**src/design/bsb_pkg.sv**
```systemverilog
`default_nettype none
// ----------------------------------------------------------------------------
// bsb_pkg
// Shared types, constants and codes for the B-spline basis evaluator.
// ----------------------------------------------------------------------------
package bsb_pkg;

  localparam int MaxKnots  = 16;
  localparam int MaxDegree = 7;
  localparam int ExtSize   = 2 * (MaxDegree + 1) + MaxKnots;
  localparam int ExtW      = $clog2(ExtSize + 1);
  localparam int KnotW     = $clog2(MaxKnots);
  localparam int DegW      = 3;
  localparam int CntW      = 5;
  localparam int DistW     = 34;
  localparam int ProdW     = 65;
  localparam int QuotW     = 65;

  localparam logic [31:0] OneQ30   = 32'h4000_0000;
  localparam logic [32:0] LimitPart = 33'h1_0000_0000;

  localparam logic CmdLoad = 1'b0;
  localparam logic CmdEval = 1'b1;

  localparam logic [1:0] RegDegree = 2'd0;
  localparam logic [1:0] RegCount  = 2'd1;
  localparam logic [1:0] RegLow    = 2'd2;
  localparam logic [1:0] RegHigh   = 2'd3;

  typedef struct packed {
    logic       cmd;
    logic [3:0] knot_index;
    logic signed [31:0] value;
  } in_item_t;

  typedef struct packed {
    logic [4:0]  column;
    logic [30:0] basis_value;
    logic        last;
    logic        error;
  } out_item_t;

  typedef struct packed {
    logic [2:0]  index;
    logic [31:0] data;
  } cfg_item_t;

  // controller -> datapath
  typedef struct packed {
    logic load_in;      // capture the input item
    logic write_knot;   // store a knot
    logic range_chk;    // clear cursor search
    logic scan_step;    // examine one extended knot
    logic fix_cursor;   // apply right-boundary fix, clear distance index
    logic dist_step;    // compute one distance pair
    logic rec_init;     // basis[0] = one, k = 1
    logic den_step;     // form denominator for (k, r)
    logic mul_step;     // register both products
    logic div_start;    // start both divisions
    logic acc_step;     // combine quotients into basis[r]
    logic row_end;      // basis[k] = saved, advance k
    logic emit_init;    // start emission
    logic emit_adv;     // advance emission index
    logic set_err;      // flag error result
  } bsb_cmd_t;

  // datapath -> controller
  typedef struct packed {
    logic is_eval;
    logic out_range;
    logic scan_done;
    logic bad_cursor;
    logic dist_done;
    logic den_zero;
    logic div_busy;
    logic row_done;   // r reached k
    logic rec_done;   // k reached order
    logic emit_skip;  // current column negative
    logic emit_final; // current index is last of order
  } bsb_stat_t;

  function automatic logic [DistW-1:0] sx32(input logic [31:0] v);
    sx32 = {{(DistW-32){v[31]}}, v};
  endfunction

endpackage
`default_nettype wire

```
**src/design/bsb_controller.sv**
```systemverilog
`default_nettype none
// ----------------------------------------------------------------------------
// bsb_controller
// Sequencer for load, search, recursion and result emission.
// ----------------------------------------------------------------------------
module bsb_controller (
  input  wire logic               clk,
  input  wire logic               rst,
  input  wire logic               in_fire,
  output logic                    in_ready,
  output logic                    out_valid,
  input  wire logic               out_ready,
  output bsb_pkg::bsb_cmd_t       cmd,
  input  wire bsb_pkg::bsb_stat_t stat
);
  import bsb_pkg::*;

  typedef enum logic [12:0] {
    S_IDLE  = 13'b0000000000001,
    S_DEC   = 13'b0000000000010,
    S_SCAN  = 13'b0000000000100,
    S_FIX   = 13'b0000000001000,
    S_CHK   = 13'b0000000010000,
    S_DIST  = 13'b0000000100000,
    S_DEN   = 13'b0000001000000,
    S_MUL   = 13'b0000010000000,
    S_DIV   = 13'b0000100000000,
    S_WAIT  = 13'b0001000000000,
    S_ACC   = 13'b0010000000000,
    S_EMIT  = 13'b0100000000000,
    S_ERR   = 13'b1000000000000
  } state_t;

  state_t state, state_next;

  always_comb begin
    state_next = state;
    cmd = '0;
    in_ready = 1'b0;
    out_valid = 1'b0;
    case (state)
      S_IDLE: begin
        in_ready = 1'b1;
        if (in_fire) begin
          cmd.load_in = 1'b1;
          state_next = S_DEC;
        end
      end
      S_DEC: begin
        if (!stat.is_eval) begin
          cmd.write_knot = 1'b1;
          state_next = S_IDLE;
        end else if (stat.out_range) begin
          cmd.set_err = 1'b1;
          state_next = S_ERR;
        end else begin
          cmd.range_chk = 1'b1;
          state_next = S_SCAN;
        end
      end
      S_SCAN: begin
        if (stat.scan_done) state_next = S_FIX;
        else cmd.scan_step = 1'b1;
      end
      S_FIX: begin
        cmd.fix_cursor = 1'b1;
        state_next = S_CHK;
      end
      S_CHK: begin
        if (stat.bad_cursor) begin
          cmd.set_err = 1'b1;
          state_next = S_ERR;
        end else state_next = S_DIST;
      end
      S_DIST: begin
        if (stat.dist_done) begin
          cmd.rec_init = 1'b1;
          state_next = S_DEN;
        end else cmd.dist_step = 1'b1;
      end
      S_DEN: begin
        if (stat.rec_done) begin
          cmd.emit_init = 1'b1;
          state_next = S_EMIT;
        end else if (stat.row_done) begin
          cmd.row_end = 1'b1;
        end else if (stat.den_zero) begin
          cmd.set_err = 1'b1;
          state_next = S_ERR;
        end else begin
          cmd.den_step = 1'b1;
          state_next = S_MUL;
        end
      end
      S_MUL: begin
        cmd.mul_step = 1'b1;
        state_next = S_DIV;
      end
      S_DIV: begin
        cmd.div_start = 1'b1;
        state_next = S_WAIT;
      end
      S_WAIT: begin
        if (!stat.div_busy) state_next = S_ACC;
      end
      S_ACC: begin
        cmd.acc_step = 1'b1;
        state_next = S_DEN;
      end
      S_EMIT: begin
        if (stat.emit_skip) begin
          cmd.emit_adv = 1'b1;
        end else begin
          out_valid = 1'b1;
          if (out_ready) begin
            cmd.emit_adv = 1'b1;
            if (stat.emit_final) state_next = S_IDLE;
          end
        end
      end
      S_ERR: begin
        out_valid = 1'b1;
        if (out_ready) state_next = S_IDLE;
      end
      default: state_next = S_IDLE;
    endcase
  end

  always_ff @(posedge clk) begin
    if (rst) state <= S_IDLE;
    else state <= state_next;
  end

endmodule
`default_nettype wire
```
**config.mk**
```make
export PLATFORM = sky130hd
export DESIGN_NAME = bsb_controller
export DESIGN_NICKNAME = d
export VERILOG_FILES = /design/src/design/bsb_pkg.sv /design/src/design/bsb_controller.sv
export SDC_FILE = /design/constraint.sdc
export NUM_CORES = 1
export LEC_CHECK = 0
export BUFFER_PORTS_ARGS = -buffer_cell sky130_fd_sc_hd__clkbuf_2
export CELL_PAD_IN_SITES_DETAIL_PLACEMENT = 1
export CELL_PAD_IN_SITES_GLOBAL_PLACEMENT = 2
export CORE_UTILIZATION = 27
export DETAILED_ROUTE_END_ITERATION = 10
export HOLD_SLACK_MARGIN = 0.15
export PLACE_DENSITY_LB_ADDON = 0.1
export SLEW_MARGIN = 25
export SYNTH_ARGS = -nofsm -noshare
export SYNTH_HDL_FRONTEND = slang
export SYNTH_SLANG_ARGS = --single-unit
```
**constraint.sdc**
```tcl
create_clock -name clk -period 2.1 [get_ports clk]
set_input_delay 0.42 -clock clk [delete_from_list [all_inputs] [get_ports clk]]
set_output_delay 0.42 -clock clk [all_outputs]
set_load 0.05 [all_outputs]
```
==> metrics, run 1 <==
Synth Warn #=0; Routed Antenna Nets=0; fin nets=214; HPWL Detailed=2.81 mm; Max Root-Sink Buffers=2; CP Buf/Inv Count=1; Hold Crit Class=primary input to flop; Non-Filler Cell Area, Final=2070 um2; root buf cell=clkbuf_4; Placement Cell Area=1510 um2; Worst Tran Pin Value=0.399 ns; post-synth cell types=41; register bank with the most flops=state; CP startpoint kind=flop; Worst-path clk slew=0.09 ns; sequential cell area=287 um2; ANT cells=0; Final Max Slew Viols=0; Die Area=3830 um2; WP data arrival=1.81 ns; Hold WS=0.364 ns; cells after synthesis=123; port bufs=31; Multi-input gate area=930 um2; Area growth syn-to-layout=114%; Post-Syn Area=968 um2; cts bufs inserted=3; Fmax=0.448 GHz; CP Max Fanout=4; max reg flops=13; drt first-iter violations=12; I/O pin count=32; CTS Sinks=13; # rows=21; vias per inst=5.07; CP max stage delay=0.37 ns; Top Registers=state: 13 flops; Mean Syn Cell Area=7.87 um2; Vias=1237; hold_buf cts=0; Worst VDD drop=0.160 mV; CP endpoint kind=output port; crit path kind=flop to output port; syn_nets=138; core area=3390 um2; slew margin rel.=73.2%; drt drc=0; Core Util, Final=61.1%; Fin. Hold Viols=0; crit path cell chain=nor4_4 > and3_4 > and4b_1 > o2bb2a_4 > nand2_4 > buf_12; Max Cap Viol=0; delay-heaviest family, CP=simple AND/OR/NAND/NOR gates; Worst Clk Skew=0.00615 ns; H-tree depth=1; most frequent cells in the layout=buf_4, clkbuf_2, buf_8; Worst-Skew Late Latency=0.28 ns; Critical Path Slowest Stage Cell=dfxtp_4; WL per Instance=16.3 um; leakage power total=0.885 nW; Worst Path Required=1.68 ns; chip width=61.9 um; Die Ht=61.9 um; PD cells=426 nW/um2; RSZ-0062 raised after global routing=true; most common cell after layout, fill and taps aside=buf_4; largest net degree at the start of global routing=12; layout cells sized above 1=67.2%; initial antenna violation count=0; fillers=384; CTS tree=built; drt total wl=3.98 mm; routability cong.=0.847; first-pass GRT wire length=6.01 mm; status=finished, violations left; sequential area share after synthesis=26.9%; vias in the first global route=1258; Yosys reg bits=13; gr usage total=21.8%; initial core utilization=28.6%; period utilization=106%; failing checks=setup timing; Setup violations, final=7; pre-CTS setup slack=0.0192 ns; DRT Pass-1 Iters=4; worst setup margin=-0.130 ns; GRT overflow=0; flop-to-flop setup slack=0.09 ns; min cycle time layout=2.23 ns; Total Power=0.000884 W
==> repair_timing <==
item	in CTS	in global routing
endpoints found under the setup margin	17	25
resized for setup	57	38
setup buffers	15	7
pin swaps	10	15
cloned	1	0
==> metrics by stage <==
step / std cells / setup TNS [ns]
4_1_cts: 239 / -0.817
3_5_place_dp: 220 / 0
3_3_place_gp: 220 / 0
5_1_grt: 244 / -1.83
2_1_floorplan: 123 / -0.206
6_report: 244 / -0.493
==> cell usage after synthesis <==
master	number	area, um2
a2111oi_2	1	15.0
a21oi_1	7	35.0
a31oi_1	1	6.26
a32o_1	1	10.0
and2_1	5	31.3
and3_1	4	25.0
and4_1	3	26.3
and4b_1	1	10.0
buf_2	2	10.0
buf_4	1	7.51
buf_6	2	22.5
clkbuf_1	3	11.3
dfxtp_1	13	260
inv_1	5	18.8
nand2_1	7	26.3
nand2b_1	3	18.8
nand3_1	2	10.0
nand3b_1	1	7.51
nand4_1	2	12.5
nand4b_1	1	8.76
nor2_1	15	56.3
nor2_2	1	6.26
nor2b_1	1	6.26
nor3_1	9	45.0
nor3b_1	2	15.0
nor4_1	6	37.5
nor4_2	4	50.1
nor4b_1	2	17.5
o2111ai_1	1	8.76
o211ai_4	1	21.3
o21a_1	1	7.51
o21ai_0	2	10.0
o21ai_1	1	5.00
o22ai_1	1	6.26
o2bb2a_1	1	10.0
o41ai_1	1	8.76
or2_2	1	6.26
or3_1	1	6.26
or4b_4	2	27.5
xnor2_1	2	17.5
xor2_1	3	26.3
==> logic make-up (layout without fill, tap and decap cells) <==
family,count (synthesis),in the layout,share of synthesized area [%]
AOI/OAI and AO/OA,19,19,14.9
and+or+nand+nor,73,73,46.5
xor gates and xnor gates,5,5,4.52
buffers and inverters,13,88,7.24
DFF,13,13,26.9
==> worst reg2reg max path, delay by kind of cell, from the launching register on <==
family	cells	cell delay (ns)
and+or+nand+nor	2	0.76
AOI/OAI and AO/OA	3	0.54
buffers and inverters	1	0.21
DFF	1	0.38
==> area by class of cell <==
| class | instances | share of cell area (%) |
|---|---|---|
| multi-input combinational | 97 | 44.9 |
| timing repair buffer | 79 | 36.4 |
| sequential | 13 | 13.8 |
| tap | 46 | 2.78 |
| clock buffer | 4 | 1.27 |
| inverter | 5 | 0.906 |
==> power by group <==
| part | internal, W | total, W | switching (W) | leakage [nW] |
|---|---|---|---|---|
| Clock | 0.0000736 | 0.000167 | 0.0000932 | 0.0150 |
| Combinational | 0.000225 | 0.000447 | 0.000222 | 0.759 |
| Sequential | 0.000254 | 0.000270 | 0.0000159 | 0.111 |
| Total | 0.000552 | 0.000884 | 0.000331 | 0.885 |
==> metal layers <==
layer  wire, um  vias up  GRT usage, %  share of wire (%)
li1           -      602             -                  -
met1       1680      606          26.8                 42
met2       2160       27          39.6                 54
met3        115        2          2.90                2.9
met4         19        0          6.35               0.48
met5          0        -             0                  0
==> path summary, 6_finish.rpt <==
check | start | endpoint | cells after the start
worst max register to register | state[3] | state[0] | 6
worst min register to register | state[11] | state[11] | 2
worst max-delay path | state[0] | cmd[0] | 6
worst min-delay path | stat[5] | state[7] | 2
Note: power is estimated with default switching activity, not from simulation.
==> inputs of run 2 (changes only) <==
--- a/config.mk
+++ b/config.mk
@@ -5,11 +5,11 @@
 export SDC_FILE = /design/constraint.sdc
 export NUM_CORES = 1
 export LEC_CHECK = 0
-export BUFFER_PORTS_ARGS = -buffer_cell sky130_fd_sc_hd__clkbuf_2
 export CELL_PAD_IN_SITES_DETAIL_PLACEMENT = 1
 export CELL_PAD_IN_SITES_GLOBAL_PLACEMENT = 2
-export CORE_UTILIZATION = 27
+export CORE_UTILIZATION = 34
 export DETAILED_ROUTE_END_ITERATION = 10
+export DONT_BUFFER_PORTS = 1
 export HOLD_SLACK_MARGIN = 0.15
 export PLACE_DENSITY_LB_ADDON = 0.1
 export SLEW_MARGIN = 25
==> run 2 against run 1 <==
  * The flow still finishes with violations (setup timing)
  * Fmax rose by 1.2%
  * Critical path depth fell by 1
  * Sequential power barely moved
  * Sequential cell count did not move
  * Via count fell by 1.3%
  * Sequential share of layout area rose by 1.1 points
  * Utilization rose by 9.6 points
  * Non-clock buffer count fell by 30
  * Register-to-register slack got worse by 0.06 ns
  * Worst setup slack improved by 0.026 ns
  * First-iteration DRC count rose to 3.3 times the previous value
  * Clock-buffer cell count did not move
  * Largest power group unchanged
  * Highest routed layer unchanged
==> metrics, run 2 (synthesized netlist as in run 1, its figures left out) <==
root buf cell=clkbuf_4; initial antenna violation count=0 (unchanged); status=finished, violations left; H-tree depth=1 (unchanged); CP endpoint kind=output port; # rows=18 (-14%); port bufs=0 (-100%); drt drc=0 (unchanged); r2r startpoint=state[0]; R2R Path End=state[9]; period utilization=105% (-1.2 points); HPWL Detailed=2.67 mm (-4.9%); WP data arrival=1.78 ns (-0.03 ns); core area=2590 um2 (-24%); worst setup margin=-0.104 ns (+0.0261 ns); Hold Path Origin=stat[5]; I/O pin count=32 (unchanged); initial core utilization=37.4% (+8.8 points); GRT overflow=0 (unchanged); Hold Crit Class=primary input to flop; Fin. Hold Viols=0 (unchanged); hold endpoint=state[7]; Setup TNS=-0.529 ns (-0.0364 ns); Die Area=3070 um2 (-20%); cts bufs inserted=3 (unchanged); ANT cells=0 (unchanged); Max Cap Viol=0 (unchanged); gr usage total=28.0% (+6.2 points); leakage power total=0.725 nW (-18%); most common cell after layout, fill and taps aside=buf_4; RSZ-0062 raised after global routing=true; # placed instances=183 (-17%); Worst-Skew Late Latency=0.27 ns (about the same); first-pass GRT wire length=6.65 mm (+11%); Setup violations, final=12 (+5); failing checks=setup timing; min cycle time layout=2.20 ns (-0.0261 ns); chip width=55.4 um (-11%); Worst VDD drop=0.518 mV (+220%); vias in the first global route=1282 (+1.9%); Worst-path clk slew=0.09 ns (about the same); Hold WS=0.196 ns (-0.169 ns); slew margin rel.=70.0% (-3.2 points); drt first-iter violations=39 (+27); hold_buf cts=0 (unchanged); WL per Instance=22.0 um (+35%); Worst Tran Pin Value=0.450 ns (+0.0510 ns); Total Power=0.000808 W (-8.5%); layout cells sized above 1=61.5% (-5.6 points); Placement Cell Area=1510 um2 (+0.33%); Worst Path Required=1.68 ns (about the same); Non-Filler Cell Area, Final=1830 um2 (-12%); CTS Sinks=13 (unchanged); flop-to-flop setup slack=0.03 ns (-0.06 ns); Vias=1221 (-1.3%); CTS tree=built; CP startpoint kind=flop; Top Registers=state: 13 flops; crit path kind=flop to output port; Final Max Slew Viols=0 (unchanged); Worst Clk Skew=0.000960 ns (-0.00519 ns); Area growth syn-to-layout=89.3%; R2R depth=8 (+2); vias per inst=6.14 (+21%); most frequent cells in the layout=buf_4, buf_12, nor2_1; largest net degree at the start of global routing=12 (unchanged); routability cong.=0.863 (+2.0%); max reg flops=13 (unchanged); Routed Antenna Nets=0 (unchanged); hold depth=1 (-1); DRT Pass-1 Iters=4 (unchanged); Die Ht=55.4 um (-11%); CP Max Fanout=7 (+3); Max Root-Sink Buffers=2 (unchanged); Fmax=0.454 GHz (+1.2%); Final Non-Filler Cells=199 (-18%); drt total wl=4.37 mm (+10%); PD cells=441 nW/um2 (+3.4%); register bank with the most flops=state; fin nets=185 (-14%)
==> run 2: cell types whose count changed in the layout (fill, tap and decap cells not counted), moves of 2 or more <==
cell and change:
dfxtp_2 +5, buf_12 +9, clkbuf_2 -14, nor4_1 +2, dfxtp_4 -5, inv_2 +2, buf_4 -12, inv_1 -2
buf_8 -12
==> run 2: critical path: stages (launching register included) <==
cell     delay, ns
dfxtp_2       0.38
nor4_4        0.34
nand3_2       0.16
buf_6         0.18
nor4_4        0.26
buf_12        0.18
==> run 2: what timing repair did <==
| item | in CTS | in global routing |
|---|---|---|
| endpoints found under the setup margin | 18 | 25 |
| gates resized for setup | 31 | 18 |
| endpoints found under the hold margin | 0 | 0 |
| setup buffers | 7 | 4 |
| cloned | 1 | 0 |
| pin swaps | 11 | 15 |
==> run 2: power by group <==
part	total [W]	switching, W	leakage (nW)	internal, W
clock	0.000163	0.0000895	0.0150	0.0000735
combinational	0.000378	0.000202	0.600	0.000176
sequential	0.000267	0.0000113	0.109	0.000256
total	0.000808	0.000303	0.725	0.000506
==> run 2: area by class of cell <==
cell class	count	area (um2)
flip-flops and latches	13	274
inverters	5	18.8
clock buffers	4	26.3
multi-input cells	98	911
well taps	30	37.5
fillers	269	757
repair buffers	49	566
==> run 2: through the flow <==
step / util (%) / worst slack (ns)
6_report: 70.8 / -0.104
5_1_grt: 70.8 / -0.179
4_1_cts: 67.1 / -0.0700
3_5_place_dp: 58.3 / -0.0232
3_3_place_gp: 58.3 / 0.0200
2_1_floorplan: - / -0.113
==> run 2: worst max path at each step <==
stage | startpoint | endpoint | slack (ns) | cells after the start
3_3_place_gp | state[0] | state[10] | 0.02 | 7
6_report | state[4] | cmd[10] | -0.10 | 5
4_1_cts | state[7] | cmd[10] | -0.07 | 5
3_5_place_dp | state[0] | state[10] | -0.02 | 7
2_1_floorplan | state[5] | cmd[10] | -0.11 | 4
5_1_grt | state[9] | cmd[10] | -0.18 | 6
==> run 2: layer usage <==
layer  track usage (%)  vias up  routed length (um)
met5                 0        -                   0
met4              10.4        0                 100
met3              3.28       11                 249
met2              49.9       56                2260
met1              34.2      602                1760
li1                  -      552                   -
==> inputs of run 3 (changes only) <==
--- a/config.mk
+++ b/config.mk
@@ -12,6 +12,7 @@
 export DONT_BUFFER_PORTS = 1
 export HOLD_SLACK_MARGIN = 0.15
 export PLACE_DENSITY_LB_ADDON = 0.1
+export SETUP_SLACK_MARGIN = 0.2
 export SLEW_MARGIN = 25
 export SYNTH_ARGS = -nofsm -noshare
 export SYNTH_HDL_FRONTEND = slang
==> run 3 against run 2 <==
  * The run now fails in global routing (5_1_grt)
  * Synthesized cell count stayed put
  * Area after synthesis stayed put
==> metrics, run 3 <==
Synth Area in XOR/XNOR=4.52% (unchanged); Post-Syn Area=968 um2 (unchanged); port bufs=0 (unchanged); Max Root-Sink Buffers=2 (unchanged); Synth Area in Adders=0% (unchanged); routability cong.=0.766 (-11%); post-synth cell types=41 (unchanged); worst-path endpoint after global-route repair_timing=cmd[0]; top-area cell type share of the netlist area=26.9% (unchanged); initial core utilization=37.4% (unchanged); tool error=[ERROR DPL-0033] detailed placement checks failed during check placement.; sequential area share after synthesis=26.9% (unchanged); Yosys reg bits=13 (unchanged); Post-synth top cells=nor2_1, dfxtp_1, nor3_1; Synth area leaders=dfxtp_1, nor2_1, nor4_2, nor3_1, nor4_1; # rows=18 (unchanged); count leader, synth=nor2_1; number of enable flip-flop cells after synthesis=0 (unchanged); largest net degree at the start of global routing=12; failing step=global routing (5_1_grt); status=stopped before the end; syn_nets=138 (unchanged); leading area contributor after synthesis=dfxtp_1; initial antenna violation count=0; Synth Area in Compound Gates=14.9% (unchanged); largest family of logic cells by synthesized area=simple AND/OR/NAND/NOR gates; multiplexer share of the synthesized area=0% (unchanged); HPWL Detailed=2.58 mm (-3.3%); cts bufs inserted=3 (unchanged); Die Ht=55.4 um (unchanged); I/O pin count=32 (unchanged); CTS Sinks=13 (unchanged); chip width=55.4 um (unchanged); cells after synthesis=123 (unchanged); H-tree depth=1 (unchanged); Post-Synth Simple-Gate Area=46.5% (unchanged); main flop type after synthesis=dfxtp_1; Async S/R FF share, synth=0% (unchanged); Mean Syn Cell Area=7.87 um2 (unchanged); Worst EP Category=primary output; root buf cell=clkbuf_4; Synth Warn #=0 (unchanged); hold_buf cts=0 (unchanged)
## run 3: cell counts after synthesis
No cell type changed its count.
## run 3: through the flow
stage	setup WS (ns)	hold slack (ns)	area (um2)	std cells	util [%]
2_1_floorplan	-0.00415	0.497	1130	123	-
3_3_place_gp	-0.0226	0.493	1410	177	54.6
3_5_place_dp	-0.0462	0.496	1410	177	54.6
4_1_cts	-0.171	0.172	1810	203	69.8
## run 3: kinds of logic after synthesis
family	Yosys count
simple gates	73
compound gates	19
flops	13
buf+inv	13
xor+xnor	5
## run 3: timing repair
item | CTS
setup buffers | 21
pin swaps | 31
gates resized for setup | 46
gates cloned | 1
setup endpoints to repair | 27
==> inputs of run 4 (changes only) <==
==> config.mk (replaced) <==
export PLATFORM = sky130hd
export DESIGN_NAME = bsb_controller
export DESIGN_NICKNAME = d
export VERILOG_FILES = /design/src/design/bsb_pkg.sv /design/src/design/bsb_controller.sv
export SDC_FILE = /design/constraint.sdc
export NUM_CORES = 1
export LEC_CHECK = 0
export CORE_AREA = 2 2 63 65
export DETAILED_ROUTE_END_ITERATION = 10
export DIE_AREA = 0 0 65 67
export DONT_BUFFER_PORTS = 1
export PLACE_DENSITY_LB_ADDON = 0.15
export SLEW_MARGIN = 25
export SYNTH_ARGS = -nofsm -noshare
export SYNTH_HDL_FRONTEND = slang
export SYNTH_SLANG_ARGS = --single-unit
==> run 4 against run 3 <==
  * The flow now finishes, with violations (setup timing)
==> metrics, run 4 (synthesized netlist as in run 1, its figures left out) <==
initial core utilization=26.9% (-11 points); vias per inst=5.22; first-pass GRT wire length=5.46 mm; sw frac=33.8%; ANT cells=0; fin nets=186; Fmax=0.468 GHz; Final Max Slew Viols=0; most frequent cells in the layout=buf_4, buf_12, nor2_1; port bufs=0 (unchanged); root buf cell=clkbuf_8; chip width=65 um (+17%); Routed Antenna Nets=0; gr usage total=16.9%; DRT Pass-1 Iters=4; failing checks=setup timing; PD cells=474 nW/um2; CP Max Fanout=5; worst setup margin=-0.0350 ns; vias in the first global route=1157; initial antenna violation count=0; status=finished, violations left; Setup TNS=-0.102 ns; I/O pin count=32 (unchanged); M1 WL=1.51 mm; fillers=327; Worst-path clk slew=0.05 ns; Vias=1137; Max Cap Viol=0; CP startpoint kind=flop; Worst VDD drop=0.185 mV; clock power share=25.4%; Setup violations, final=5; Psw=0.000304 W; Hold Crit Class=primary input to flop; # placed instances=200 (+13%); drt drc=0; Fin. Hold Viols=0; Max Root-Sink Buffers=2 (unchanged); H-tree depth=1 (unchanged); Logic pwr share=44.8%; Worst Tran Pin Value=0.450 ns; hold_buf cts=0 (unchanged); core area=3610 um2; drt total wl=3.49 mm; Final Non-Filler Cells=218; Worst Clk Skew=0.00110 ns; Area growth syn-to-layout=95.6%; met2 wire length=1.73 mm; WP data arrival=1.72 ns; CTS Sinks=13 (unchanged); sequential share of power=29.8%; Top Layer Used=met4; RSZ-0062 raised after global routing=true; Worst-Skew Late Latency=0.25 ns; Core Util, Final=52.5%; Worst Path Required=1.68 ns; CP endpoint kind=output port; internal power=0.000594 W; routability cong.=0.788 (+2.8%); max reg flops=13; Die Ht=67 um (+21%); crit path kind=flop to output port; # rows=22 (+4); HPWL Detailed=2.52 mm (-2.4%); drt first-iter violations=32; CTS tree=built; leakage power total=0.754 nW; Top Registers=state: 13 flops; layout cells sized above 1=60.0%; largest net degree at the start of global routing=12; most common cell after layout, fill and taps aside=buf_4; cts bufs inserted=3 (unchanged); min cycle time layout=2.14 ns; period utilization=102%; register bank with the most flops=state; GRT overflow=0; pre-CTS setup slack=-0.0179 ns (+0.0283 ns); slew margin rel.=70.0%; DR WL met3=169 um; Die Area=4360 um2; WL per Instance=16.0 um
## run 4: power by group through the flow
stage	Clock, W	Sequential [W]	Combinational, W
4_1_cts	0.000233	0.000264	0.000379
3_3_place_gp	0	0.000267	0.000304
5_1_grt	0.000243	0.000269	0.000421
2_1_floorplan	0	0.000271	0.000188
3_5_place_dp	0	0.000268	0.000307
6_report	0.000228	0.000268	0.000402
## run 4: what timing repair did
action / 4_1_cts / 5_1_grt
cloned: 1 / 0
buffers inserted: 6 / 9
resized for setup: 29 / 23
pin swaps: 9 / 15
endpoints found under the setup margin: 16 / 24
## run 4: layout make-up
cell class                      count  area, um2  share of cell area (%)
Timing Repair Buffer               50        604                    31.9
Sequential cell                    13        280                    14.8
Multi-Input combinational cell     98        886                    46.8
Clock buffer                        4       45.0                    2.38
Tap cell                           48       60.1                    3.17
Inverter                            5       18.8                   0.991
## run 4: final timing paths
check                                from   endpoint  slack, ns  depth (start not counted)
worst max register to register   state[3]  state[10]      -0.01                          8
worst min-delay path              stat[5]   state[7]       0.23                          1
worst min register to register  state[12]  state[12]       0.58                          2
worst max-delay path             state[2]     cmd[0]      -0.04                          5
## run 4: worst max-delay path: stages (launching register included)
cell	delay, ns
dfxtp_2	0.33
nor4_4	0.29
and3_4	0.27
and4b_1	0.24
o2bb2a_4	0.18
nand2_4	0.15
## run 4: metal layers
metal  up-vias  GRT usage (%)
met4         0           9.57
met5         -              0
met1       547           20.0
li1        555              -
met3         7           3.72
met2        28           28.2
## run 4: per-stage QoR
| stage | total power (W) | hold WS [ns] | area, um2 |
|---|---|---|---|
| global route | 0.000932 | 0.225 | 1890 |
| floorplan | 0.000459 | 0.497 | 1060 |
| finish | 0.000898 | 0.229 | 1890 |
| CTS | 0.000876 | 0.227 | 1770 |
| detailed placement | 0.000575 | 0.494 | 1540 |
| global placement | 0.000571 | 0.494 | 1540 |
